[src/hdl/dbba_pkg.sv]
// ----------------------------------------------------------------------------
// Disk block bitmap allocator package
// Command codes, status codes, register indexes and fixed field widths that
// are shared by the allocator modules.
// ----------------------------------------------------------------------------
package dbba_pkg;

    localparam int BLOCK_W = 12;
    localparam int COUNT_W = 13;
    localparam int CFG_W   = 13;
    localparam int PADDR_W = 3;
    localparam int PDATA_W = 32;

    localparam logic [COUNT_W-1:0] COUNT_MAX = 13'h1FFF;

    typedef enum logic [1:0] {
        CMD_CLEAR = 2'd0,
        CMD_MARK  = 2'd1,
        CMD_ALLOC = 2'd2,
        CMD_COUNT = 2'd3
    } cmd_t;

    typedef enum logic [1:0] {
        STAT_OK    = 2'd0,
        STAT_FULL  = 2'd1,
        STAT_RANGE = 2'd2,
        STAT_RSVD  = 2'd3
    } status_t;

    localparam logic REG_TOTAL = 1'b0;
    localparam logic REG_DIR   = 1'b1;

    localparam logic [CFG_W-1:0] TOTAL_RESET = 13'd243;
    localparam logic [CFG_W-1:0] DIR_RESET   = 13'd2;

endpackage

[src/hdl/dbba_ram.sv]
// ----------------------------------------------------------------------------
// Generic single-write, single-read RAM
// One write port and one read port with registered read data.
// ----------------------------------------------------------------------------
module dbba_ram #(
    parameter int WIDTH = 16,
    parameter int DEPTH = 256,
    parameter int AW    = (DEPTH > 1) ? $clog2(DEPTH) : 1
) (
    input  logic             clk,
    input  logic             we,
    input  logic [AW-1:0]    waddr,
    input  logic [WIDTH-1:0] wdata,
    input  logic [AW-1:0]    raddr,
    output logic [WIDTH-1:0] rdata
);

    logic [WIDTH-1:0] mem [DEPTH];

    always_ff @(posedge clk)
    begin
        if (we)
        begin
            mem[waddr] <= wdata;
        end
        rdata <= mem[raddr];
    end

endmodule

[src/hdl/dbba_word_unit.sv]
// ----------------------------------------------------------------------------
// Map word unit
// Finds the lowest clear bit of a map word, counts its set bits and forms the
// word with one chosen bit set.
// ----------------------------------------------------------------------------
module dbba_word_unit #(
    parameter int WORD_BITS = 16,
    parameter int PW        = $clog2(WORD_BITS),
    parameter int CW        = $clog2(WORD_BITS + 1)
) (
    input  logic [WORD_BITS-1:0] word,
    input  logic [PW-1:0]        set_pos,
    output logic                 has_zero,
    output logic [PW-1:0]        zero_pos,
    output logic [CW-1:0]        ones,
    output logic [WORD_BITS-1:0] set_word
);

    always_comb
    begin
        has_zero = 1'b0;
        zero_pos = '0;
        for (int j = WORD_BITS - 1; j >= 0; j--)
        begin
            if (!word[j])
            begin
                has_zero = 1'b1;
                zero_pos = PW'(j);
            end
        end
    end

    always_comb
    begin
        ones = '0;
        for (int j = 0; j < WORD_BITS; j++)
        begin
            ones = ones + CW'(word[j]);
        end
    end

    assign set_word = word | (WORD_BITS'(1) << set_pos);

endmodule

[src/hdl/disk_block_bitmap_allocator_core.sv]
// One transaction is processed at a time; the map RAM is walked one word per cycle,
// so its single read port and the shared word unit set the throughput.
// Reset is asynchronous; afterwards a clearing pass over the MAP_WORDS map words (256
// with the default parameters) zeroes the map while in_ready stays low.
// ----------------------------------------------------------------------------
// Disk block bitmap allocator core
// First-fit block allocation map with clear, mark, allocate and count
// commands, an APB configuration port and valid/ready transaction channels.
// ----------------------------------------------------------------------------
module disk_block_bitmap_allocator_core #(
    parameter int WORD_BITS  = 16,
    parameter int MAX_BLOCKS = 4096
) (
    input  logic                            clk,
    input  logic                            rst_n,
    input  logic                            psel,
    input  logic                            penable,
    input  logic                            pwrite,
    input  logic [dbba_pkg::PADDR_W-1:0]    paddr,
    input  logic [dbba_pkg::PDATA_W-1:0]    pwdata,
    output logic [dbba_pkg::PDATA_W-1:0]    prdata,
    output logic                            pready,
    input  logic                            in_valid,
    output logic                            in_ready,
    input  logic [1:0]                      command,
    input  logic [dbba_pkg::BLOCK_W-1:0]    block_in,
    output logic                            out_valid,
    input  logic                            out_ready,
    output logic [dbba_pkg::BLOCK_W-1:0]    block_out,
    output logic [dbba_pkg::COUNT_W-1:0]    used_count,
    output logic [1:0]                      status
);

    localparam int MAP_WORDS = (MAX_BLOCKS + WORD_BITS - 1) / WORD_BITS;
    localparam int AW        = (MAP_WORDS > 1) ? $clog2(MAP_WORDS) : 1;
    localparam int IW        = AW + 1;
    localparam int PW        = $clog2(WORD_BITS);
    localparam int CW        = $clog2(WORD_BITS + 1);
    localparam int BW_RAW    = $clog2(MAP_WORDS * WORD_BITS + 1);
    localparam int BW        = (BW_RAW > dbba_pkg::CFG_W) ? BW_RAW : dbba_pkg::CFG_W;
    localparam int KW        = dbba_pkg::COUNT_W + 1;

    typedef enum logic [8:0] {
        ST_INIT    = 9'b000000001,
        ST_IDLE    = 9'b000000010,
        ST_CLEAR   = 9'b000000100,
        ST_SEEK    = 9'b000001000,
        ST_MARK_WR = 9'b000010000,
        ST_ALLOC   = 9'b000100000,
        ST_COUNT   = 9'b001000000,
        ST_DONE    = 9'b010000000,
        ST_SPARE   = 9'b100000000
    } state_t;

    state_t                          state_reg, state_next;
    logic [dbba_pkg::CFG_W-1:0]      total_reg;
    logic [dbba_pkg::CFG_W-1:0]      dir_reg;
    logic [IW-1:0]                   rd_idx_reg, rd_idx_next;
    logic [IW-1:0]                   ex_idx_reg, ex_idx_next;
    logic                            pend_reg, pend_next;
    logic [BW-1:0]                   base_reg, base_next;
    logic [dbba_pkg::BLOCK_W-1:0]    rem_reg, rem_next;
    logic [dbba_pkg::COUNT_W-1:0]    acc_reg, acc_next;
    logic [dbba_pkg::BLOCK_W-1:0]    res_block_reg, res_block_next;
    logic [1:0]                      res_status_reg, res_status_next;
    logic                            out_valid_reg, out_valid_next;
    logic [dbba_pkg::BLOCK_W-1:0]    block_out_reg;
    logic [dbba_pkg::COUNT_W-1:0]    used_count_reg;
    logic [1:0]                      status_reg;

    logic                            cfg_write;
    logic                            accept;
    logic                            out_load;
    logic [BW-1:0]                   limit;
    logic [WORD_BITS-1:0]            dir_mask;
    logic                            issue;
    logic                            ram_we;
    logic [AW-1:0]                   ram_waddr;
    logic [WORD_BITS-1:0]            ram_wdata;
    logic [WORD_BITS-1:0]            ram_rdata;
    logic [PW-1:0]                   set_pos;
    logic                            has_zero;
    logic [PW-1:0]                   zero_pos;
    logic [CW-1:0]                   ones;
    logic [WORD_BITS-1:0]            set_word;
    logic [BW-1:0]                   found_block;
    logic [KW-1:0]                   acc_sum;

    assign pready    = 1'b1;
    assign cfg_write = psel && penable && pwrite && pready;

    always_ff @(posedge clk or negedge rst_n)
    begin
        if (!rst_n)
        begin
            total_reg <= dbba_pkg::TOTAL_RESET;
            dir_reg   <= dbba_pkg::DIR_RESET;
        end
        else if (cfg_write)
        begin
            case (paddr[2])
                dbba_pkg::REG_TOTAL: total_reg <= pwdata[dbba_pkg::CFG_W-1:0];
                dbba_pkg::REG_DIR:   dir_reg   <= pwdata[dbba_pkg::CFG_W-1:0];
                default:             total_reg <= total_reg;
            endcase
        end
    end

    always_comb
    begin
        case (paddr[2])
            dbba_pkg::REG_TOTAL:
                prdata = {{(dbba_pkg::PDATA_W - dbba_pkg::CFG_W){1'b0}}, total_reg};
            dbba_pkg::REG_DIR:
                prdata = {{(dbba_pkg::PDATA_W - dbba_pkg::CFG_W){1'b0}}, dir_reg};
            default:
                prdata = '0;
        endcase
    end

    assign limit = (BW'(total_reg) > BW'(MAX_BLOCKS)) ? BW'(MAX_BLOCKS) : BW'(total_reg);

    assign dir_mask = (dir_reg >= dbba_pkg::CFG_W'(WORD_BITS)) ? {WORD_BITS{1'b1}}
                    : ((WORD_BITS'(1) << dir_reg[PW-1:0]) - WORD_BITS'(1));

    dbba_ram #(
        .WIDTH (WORD_BITS),
        .DEPTH (MAP_WORDS),
        .AW    (AW)
    ) u_map_ram (
        .clk   (clk),
        .we    (ram_we),
        .waddr (ram_waddr),
        .wdata (ram_wdata),
        .raddr (rd_idx_reg[AW-1:0]),
        .rdata (ram_rdata)
    );

    assign set_pos = (state_reg == ST_MARK_WR) ? rem_reg[PW-1:0] : zero_pos;

    dbba_word_unit #(
        .WORD_BITS (WORD_BITS),
        .PW        (PW),
        .CW        (CW)
    ) u_word_unit (
        .word     (ram_rdata),
        .set_pos  (set_pos),
        .has_zero (has_zero),
        .zero_pos (zero_pos),
        .ones     (ones),
        .set_word (set_word)
    );

    assign in_ready    = (state_reg == ST_IDLE);
    assign accept      = in_valid && in_ready;
    assign out_load    = (state_reg == ST_DONE) && (!out_valid_reg || out_ready);
    assign issue       = (rd_idx_reg < IW'(MAP_WORDS));
    assign found_block = base_reg + BW'(zero_pos);
    assign acc_sum     = KW'(acc_reg) + KW'(ones);

    always_comb
    begin
        state_next      = state_reg;
        rd_idx_next     = rd_idx_reg;
        ex_idx_next     = ex_idx_reg;
        pend_next       = 1'b0;
        base_next       = base_reg;
        rem_next        = rem_reg;
        acc_next        = acc_reg;
        res_block_next  = res_block_reg;
        res_status_next = res_status_reg;
        ram_we          = 1'b0;
        ram_waddr       = rd_idx_reg[AW-1:0];
        ram_wdata       = '0;

        case (state_reg)
            ST_INIT, ST_CLEAR:
            begin
                ram_we = 1'b1;
                if ((state_reg == ST_CLEAR) && (rd_idx_reg == '0))
                begin
                    ram_wdata = dir_mask;
                end
                rd_idx_next = rd_idx_reg + IW'(1);
                if (rd_idx_reg == IW'(MAP_WORDS - 1))
                begin
                    state_next = (state_reg == ST_INIT) ? ST_IDLE : ST_DONE;
                end
            end
            ST_IDLE:
            begin
                if (accept)
                begin
                    rd_idx_next     = '0;
                    ex_idx_next     = '0;
                    base_next       = '0;
                    acc_next        = '0;
                    rem_next        = block_in;
                    res_block_next  = '0;
                    res_status_next = dbba_pkg::STAT_OK;
                    case (command)
                        dbba_pkg::CMD_CLEAR:
                            state_next = ST_CLEAR;
                        dbba_pkg::CMD_MARK:
                        begin
                            if (BW'(block_in) >= limit)
                            begin
                                res_status_next = dbba_pkg::STAT_RANGE;
                                state_next      = ST_DONE;
                            end
                            else
                            begin
                                state_next = ST_SEEK;
                            end
                        end
                        dbba_pkg::CMD_ALLOC:
                            state_next = ST_ALLOC;
                        dbba_pkg::CMD_COUNT:
                            state_next = ST_COUNT;
                        default:
                            state_next = ST_IDLE;
                    endcase
                end
            end
            ST_SEEK:
            begin
                if (rem_reg < dbba_pkg::BLOCK_W'(WORD_BITS))
                begin
                    state_next = ST_MARK_WR;
                end
                else
                begin
                    rem_next    = rem_reg - dbba_pkg::BLOCK_W'(WORD_BITS);
                    rd_idx_next = rd_idx_reg + IW'(1);
                end
            end
            ST_MARK_WR:
            begin
                ram_we     = 1'b1;
                ram_wdata  = set_word;
                state_next = ST_DONE;
            end
            ST_ALLOC:
            begin
                pend_next = issue;
                if (issue)
                begin
                    rd_idx_next = rd_idx_reg + IW'(1);
                end
                if (pend_reg)
                begin
                    if (has_zero)
                    begin
                        if (found_block < limit)
                        begin
                            ram_we         = 1'b1;
                            ram_waddr      = ex_idx_reg[AW-1:0];
                            ram_wdata      = set_word;
                            res_block_next = found_block[dbba_pkg::BLOCK_W-1:0];
                        end
                        else
                        begin
                            res_status_next = dbba_pkg::STAT_FULL;
                        end
                        state_next = ST_DONE;
                    end
                    else
                    begin
                        base_next   = base_reg + BW'(WORD_BITS);
                        ex_idx_next = ex_idx_reg + IW'(1);
                    end
                end
                else if (!issue)
                begin
                    res_status_next = dbba_pkg::STAT_FULL;
                    state_next      = ST_DONE;
                end
            end
            ST_COUNT:
            begin
                pend_next = issue;
                if (issue)
                begin
                    rd_idx_next = rd_idx_reg + IW'(1);
                end
                if (pend_reg)
                begin
                    acc_next = (acc_sum > KW'(dbba_pkg::COUNT_MAX)) ? dbba_pkg::COUNT_MAX
                             : acc_sum[dbba_pkg::COUNT_W-1:0];
                end
                else if (!issue)
                begin
                    state_next = ST_DONE;
                end
            end
            ST_DONE:
            begin
                if (out_load)
                begin
                    state_next = ST_IDLE;
                end
            end
            default:
                state_next = ST_IDLE;
        endcase
    end

    always_comb
    begin
        out_valid_next = out_valid_reg;
        if (out_load)
        begin
            out_valid_next = 1'b1;
        end
        else if (out_ready)
        begin
            out_valid_next = 1'b0;
        end
    end

    always_ff @(posedge clk or negedge rst_n)
    begin
        if (!rst_n)
        begin
            state_reg     <= ST_INIT;
            rd_idx_reg    <= '0;
            pend_reg      <= 1'b0;
            out_valid_reg <= 1'b0;
        end
        else
        begin
            state_reg     <= state_next;
            rd_idx_reg    <= rd_idx_next;
            pend_reg      <= pend_next;
            out_valid_reg <= out_valid_next;
        end
    end

    always_ff @(posedge clk)
    begin
        ex_idx_reg     <= ex_idx_next;
        base_reg       <= base_next;
        rem_reg        <= rem_next;
        acc_reg        <= acc_next;
        res_block_reg  <= res_block_next;
        res_status_reg <= res_status_next;
        if (out_load)
        begin
            block_out_reg  <= res_block_reg;
            used_count_reg <= acc_reg;
            status_reg     <= res_status_reg;
        end
    end

    assign out_valid  = out_valid_reg;
    assign block_out  = block_out_reg;
    assign used_count = used_count_reg;
    assign status     = status_reg;

`ifndef NO_ASSERTIONS
    a_full_has_no_block: assert property (@(posedge clk) disable iff (!rst_n)
        (out_valid && (status == dbba_pkg::STAT_FULL)) |-> (block_out == '0))
        else $error("Disk full result carries a block number.");

    a_count_only_ok: assert property (@(posedge clk) disable iff (!rst_n)
        (out_valid && (used_count != '0)) |-> (status == dbba_pkg::STAT_OK))
        else $error("Non-zero used count with an error status.");

    a_idle_no_write: assert property (@(posedge clk) disable iff (!rst_n)
        (state_reg == ST_IDLE) |-> !ram_we)
        else $error("Map written while the sequencer is idle.");

    a_busy_after_accept: assert property (@(posedge clk) disable iff (!rst_n)
        (in_valid && in_ready) |=> !in_ready)
        else $error("Input accepted again in the cycle after a transaction.");
`endif

endmodule
[config.mk]
export PLATFORM = sky130hd
export DESIGN_NAME = disk_block_bitmap_allocator_core
export DESIGN_NICKNAME = d
export VERILOG_FILES = /design/src/hdl/dbba_pkg.sv /design/src/hdl/dbba_ram.sv /design/src/hdl/dbba_word_unit.sv /design/src/hdl/disk_block_bitmap_allocator_core.sv
export SDC_FILE = /design/constraint.sdc
export NUM_CORES = 2
export LEC_CHECK = 0
export BUFFER_PORTS_ARGS = -buffer_cell sky130_fd_sc_hd__buf_2
export CAP_MARGIN = 20
export CORE_ASPECT_RATIO = 1.75
export CORE_MARGIN = 5
export CORE_UTILIZATION = 45
export DETAILED_ROUTE_END_ITERATION = 7
export GPL_TIMING_DRIVEN = 1
export HOLD_SLACK_MARGIN = 0.03
export RECOVER_POWER = 100
export SLEW_MARGIN = 20
export SYNTH_ARGS = -nofsm -noshare
export SYNTH_HDL_FRONTEND = slang
export SYNTH_SLANG_ARGS = --single-unit
export TNS_END_PERCENT = 50
[constraint.sdc]
create_clock -name clk -period 14.8 [get_ports clk]
set_input_delay 0 -clock clk [delete_from_list [all_inputs] [get_ports clk]]
set_output_delay 0 -clock clk [all_outputs]
set_load 0.02 [all_outputs]
Yosys cells after proc, flatten, opt, wreduce, memory -nomap -nowiden --
Memory sizes are Yosys's and may differ from the RTL's. A register that Yosys moved wholly into a read port is not among the register bits. Cells that the tools add are included.
Storage, ports and cells: output and inout bits 62, input port bits 56, flip-flop bits (word level) 134, memories kept 1, bits in writable memories 4096, word-level logic and storage cells 198
Cells by class: add/sub/neg operators 22, eq/ne operators 27, $lt $le $gt $ge 7, bitwise operators 2, mux-type cells 96, shifts and indexed selects 2, reductions and logical operators 26
Memories:
- u_map_ram.mem | depth 256, bits a word 16, read ports 1, clocked after memory_dff 1, wr ports 1, line dbba_ram.sv:18 | logic [WIDTH-1:0] mem [DEPTH];
Operators by type and width (count):
- $mux 9 | 13
- $mux 16 | 5
- $mux 13 | 6
- $mux 12 | 6
- $pmux 9 s4 | 2
- $add 5x1->5 | 14
- $mux 4 | 17
- $pmux 32 s2 | 1
- $pmux 9 s7 | 1
- $pmux 13 s2 | 2
- $mux 8 | 6
- $pmux 12 s2 | 2
- $pmux 16 s3 | 1
- $shl 1x4->16 const A | 2
- $mux 1 | 24
- $ne 2x2->1 const B | 10
- $add 9x1->9 const B | 2
- $eq 9x8->1 const B | 2
- $pmux 9 s2 | 1
- $or 16x16->16 | 1
- $sub 16x1->16 const B | 1
- $add 13x5->14 | 1
- $gt 14x13->1 const B | 1
- $mux 2 | 7
- 38 further kinds | 54

Logic depth before layout (Yosys ltp) --
depth in word-level cells 24, gate-level depth with buffers 20, gate-level depth less buffers 20

By module --
From an unflattened synthesis, not the netlist that was laid out.
Unflattened totals: cells, all modules 8116, area total of the unflattened synthesis 166674.9 um^2
By module, submodules not included:
- dbba_ram | cells each 7360, area each 158714.7 um^2, instances 1
- disk_block_bitmap_allocator_core | cells each 652, area each 7243.2 um^2, instances 1
- dbba_word_unit | cells each 104, area each 716.9 um^2, instances 1

Least setup slack after synthesis --
Ideal clock, no wire load.
path type register to register, start point register u_map_ram.rdata[15] (read register of u_map_ram.mem), end point memory u_map_ram.mem[0][10] (data pin), path buffers 2, slack 2.362 ns, library setup time 1.728 ns, period minus slack after synthesis 12.438 ns, cell stages (with the launch flop) 15, required time 13.072 ns, arrival time 10.710 ns, cells stage by stage dfxtp_1 > nand2_1 > a311o_1 > a311oi_1 > o21ai_0 > ha_1 > a21o_1 > a21o_1 > a21oi_1 > nand2_1 > o31a_1 > or4_4 > buf_6 > clkbuf_1 > a31oi_1
RTL lines:
- start: declaration | line dbba_ram.sv:15 | output logic [WIDTH-1:0] rdata
- $mux 4 (16 in a row) | line dbba_word_unit.sv:25 | if (!word[j])
- $add 13x4->13 | line disk_block_bitmap_allocator_core.sv:158 | assign found_block = base_reg + BW'(zero_pos);
- via found_block[1] | line disk_block_bitmap_allocator_core.sv:86 | logic [BW-1:0] found_block;
- $lt 13x13->1 | line disk_block_bitmap_allocator_core.sv:254 | if (found_block < limit)
- $mux 16 | line disk_block_bitmap_allocator_core.sv:254
- $mux 16 | line disk_block_bitmap_allocator_core.sv:252 | if (has_zero)
- $mux 16 | line disk_block_bitmap_allocator_core.sv:250 | if (pend_reg)
- $pmux 16 s3 | line disk_block_bitmap_allocator_core.sv:176 | case (state_reg)
- via ram_wdata[10] | line disk_block_bitmap_allocator_core.sv:79 | logic [WORD_BITS-1:0] ram_wdata;
- end: declaration | line dbba_ram.sv:18
The timed path passes the listed nets, and every way through them passes these cells.

Worst setup path after layout --
start point register u_map_ram.rdata[15] (read register of u_map_ram.mem), end point memory u_map_ram.mem[151][1] (enable)
On the way: word-level cells in the longest chain between the ends 24
Ends and longest elaborated chain:
- $mux 4 * (16 in a row) | line dbba_word_unit.sv:25
- $add 13x4->13 * | line disk_block_bitmap_allocator_core.sv:158
- via found_block[1] | line disk_block_bitmap_allocator_core.sv:86
- $lt 13x13->1 * | line disk_block_bitmap_allocator_core.sv:254
- $mux 1 | line disk_block_bitmap_allocator_core.sv:254
- $mux 1 | line disk_block_bitmap_allocator_core.sv:252
- $mux 1 | line disk_block_bitmap_allocator_core.sv:250
- $pmux 1 s2 | line disk_block_bitmap_allocator_core.sv:176
- $mux 1 | line dbba_ram.sv:22 | if (we)
- $mux 1 (not written as such) | line dbba_ram.sv:24 | mem[waddr] <= wdata;
The timed path passes the listed nets; every way through them passes the cells marked *.

==> summary.md <==
| Metric | Value |
|---|---|
| Status | complete, but fails checks |
| Failing checks | capacitance limit, slew limit |
| Port Buf Inserts | 76 |
| Reg2reg path depth | 14 |
| Area share of the largest cell type after synthesis | 0.752 |
| Dominant cells by area after synthesis | edfxtp_1, mux4_2, a22o_1, a221oi_1, nand2_1 |
| RSZ-0062 raised after global routing | no |
| HP Class | in2reg |
| Reg2reg setup slack | 4360 ps |
| CTS tree | yes |
| Highest clock rate | 95.7 MHz |
| First drt pass iteration count | 8 |
| Beginning of the critical path | u_map_ram.rdata[15] |
| DR vias | 85300 |
| Core area | 369000 um2 |
| Final max-slew violation count | 3745 |
| Initial drt markers | 9546 |
| CP Capture Type | register |
| CTS Root Cell | clkbuf_16 |
| Clk_skew | 48.4 ps |
| First-pass GRT wire length | 656000 um |
| GRT Resource Usage Total | 0.237 |
| Top flop regs | u_map_ram.mem (4096), u_map_ram.rdata (16) |
| Final TNS setup | 0 ps |
| Synth cell count leaders | edfxtp_1, mux4_2, nand2_1, clkbuf_1, o21ai_0 |
| PwrDens | 151 nW/um2 |
| Sequential Area | 127000 um2 |
| Vias/cell | 6.26 |
| Multi-input logic area | 37600 um2 |
| CP max FO | 63 |
| Pleak | 65.9 nW |
| Final-report hold violation count | 0 |
| CTS resizes | 0 |
| Cts bufs inserted | 367 |
| Mean Syn Cell Area | 20.9 um2 |
| Count leader, synth | edfxtp_1 |
| Largest register by flop count | u_map_ram.mem |
| DP Wirelength | 275000 um |
| CTS Buffer Depth | 4 |
| Die Wd | 470 um |
| Clock Latency Late Sink | 930 ps |
| Residual DRC | 0 |
| Post-DR wirelength/cell | 34.0 um |
| Maximum VDD drop | 0.194 mV |
| Number of H-tree levels | 5 |
| Starting Density | 0.452 |
| Area Overhead vs Synth | 11.9% |
| Number of global-route vias before repair | 88200 |
| Clk slew on worst S/H paths | 70 ps |
| Relative slew slack | -2.27 |
| Post-synth EDFFs | 4179 |
| Max reg flops | 4096 |
| Primary FF master, synth | edfxtp_1 |
| Routed Antenna Nets | 0 |
| Yosys reg bits | 4241 |
| Fillers | 29600 |
| Postcts setup bufs | 0 |
| Initial antenna violation count | 16 |
| Global placer's final weighted congestion | 0.908 |
| Layout cells sized above 1 | 0.222 |
| # IOs | 118 |
| Floorplan row count | 295 |
| Sequential area share after synthesis | 0.761 |
| CP endpoint | u_map_ram.mem[151][1] |
| Sink Count | 4241 |
| Mapped Area | 167000 um2 |
| Grt ovf | 0 |
| Die area | 384000 um2 |
| Final worst path period need | 10440 ps |
| Async set or reset register ratio after synthesis | 0.0108 |
| Slew @ Worst Pin | 4900 ps |
| Final layout net count | 8517 |
| Cells after Synth | 7992 |
| Element type at the critical path start | register |
| Largest net degree at the start of global routing | 193 |
| Post-CTS Hold Buffers | 70 |
| Design Power | 28.1 mW |
| # setup viols final | 0 |
| Arrival time at the worst endpoint | 10710 ps |
| Kind of critical path | reg2reg |
| Syn. warnings | 0 |
| R2r startpoint | u_map_ram.rdata[15] |
| Synth cell types | 80 |
| R2R Path End | u_map_ram.mem[151][1] |
| Tcrit/Tclk final | 0.706 |
| Drt total wl | 463000 um |
| Max cap viols | 120 |
| Die height | 816 um |
| Required time at the worst-slack endpoint | 15060 ps |
| Leading area contributor after synthesis | edfxtp_1 |
## critical path, cell delays in order (launching register included)
cell and delay (ps):
dfxtp_1 590, nand2_1 120, a311o_1 370, a311oi_1 280, o21ai_0 170, clkbuf_1 190
ha_1 310, nand4_1 100, a211oi_1 260, o31a_1 190, or4_1 1190, clkbuf_1 1600
buf_6 620, clkbuf_1 2170, o22ai_1 1500
## worst min-delay path by stage
stage / start / end / slack, ps / cells after the start
after floorplan: rst_n / dir_reg[0] / -300 / 0
after global placement: rst_n / out_valid / 150 / 2
after detailed placement: rst_n / out_valid / 160 / 2
after CTS: in_valid / state_reg[7] / 110 / 4
after global routing: in_valid / state_reg[7] / 200 / 4
final: in_valid / state_reg[7] / 210 / 4
## metal layers
layer / wire [um] / global-route usage / part of all wire
met1: 161000 / 0.281 / 0.35
met5: 49 / 0 / 0.00011
met3: 33400 / 0.0391 / 0.072
met2: 237000 / 0.410 / 0.51
met4: 31300 / 0.134 / 0.068
## per-stage QoR
| step | hold slack (ps) | instance area [um2] | utilization | worst slack, ps | std cells |
|---|---|---|---|---|---|
| 3_3_place_gp | 152 | 176000 | 0.477 | 7960 | 12800 |
| 5_1_grt | 200 | 187000 | 0.506 | 4070 | 13600 |
| 4_1_cts | 110 | 189000 | 0.512 | 7890 | 13600 |
| 2_1_floorplan | -296 | 167000 | - | 2360 | 8011 |
| 6_report | 205 | 187000 | 0.506 | 4360 | 13600 |
| 3_5_place_dp | 160 | 176000 | 0.478 | 7920 | 12900 |
## layout by cell type (no fill, tap or decap), types with 18 or more instances in the layout
cell type / netlist / final
a22o_1: 165 / 165
nand4_1: 28 / 28
o221ai_1: 26 / 25
ha_1: 42 / 42
mux4_2: 1028 / 1028
buf_4: 48 / 159
a22oi_1: 156 / 156
inv_1: 58 / 58
nor3_1: 34 / 21
a31oi_1: 19 / 19
o22ai_1: 82 / 73
conb_1: 2 / 21
buf_2: 104 / 38
o32ai_1: 80 / 65
clkbuf_16: 0 / 377
buf_12: 2 / 18
o21ai_0: 209 / 195
bufinv_16: 0 / 43
a221oi_1: 164 / 162
o32ai_4: 0 / 21
clkinv_2: 0 / 58
nand3_1: 192 / 192
dfrtp_1: 38 / 35
nor2_2: 0 / 19
xor2_1: 21 / 21
nor2b_1: 21 / 18
mux2i_1: 35 / 35
nor2_1: 126 / 105
clkbuf_1: 295 / 345
xnor2_1: 18 / 18
nand2_1: 368 / 367
dlygate4sd3_1: 0 / 70
clkinv_1: 3 / 84
a21oi_1: 107 / 107
edfxtp_1: 4179 / 4179
mux2_2: 43 / 43
## layout make-up
class,count,share of cell area
flip-flops and latches,4241,0.680
diodes,12,0.000161
clock inverters,225,0.0124
well taps,4900,0.0328
clock buffers,443,0.0521
repair buffers,576,0.0193
inverters,62,0.00125
multi-input cells,3160,0.202
## where the power goes
part / internal [mW] / total, mW / leakage [nW] / switching (mW)
sequential: 13.1 / 13.3 / 48.3 / 0.160
combinational: 1.94 / 5.05 / 11.7 / 3.11
clock: 5.46 / 9.80 / 5.86 / 4.34
## cell families (layout without fill, tap and decap cells)
family	count (synthesis)	count (layout)	synth area share
AO/OA/AOI/OAI	1087	1087	0.0473
XOR/XNOR	39	39	0.00205
adder cells (fa/ha/maj)	53	53	0.00447
buffers and inverters	610	1306	0.0181
flip-flops	4241	4241	0.761
multiplexers	1106	1106	0.144
other	2	33	0.0000450
AND/OR/NAND/NOR	854	854	0.0233
No activity file was read; power rests on OpenSTA's default activity.
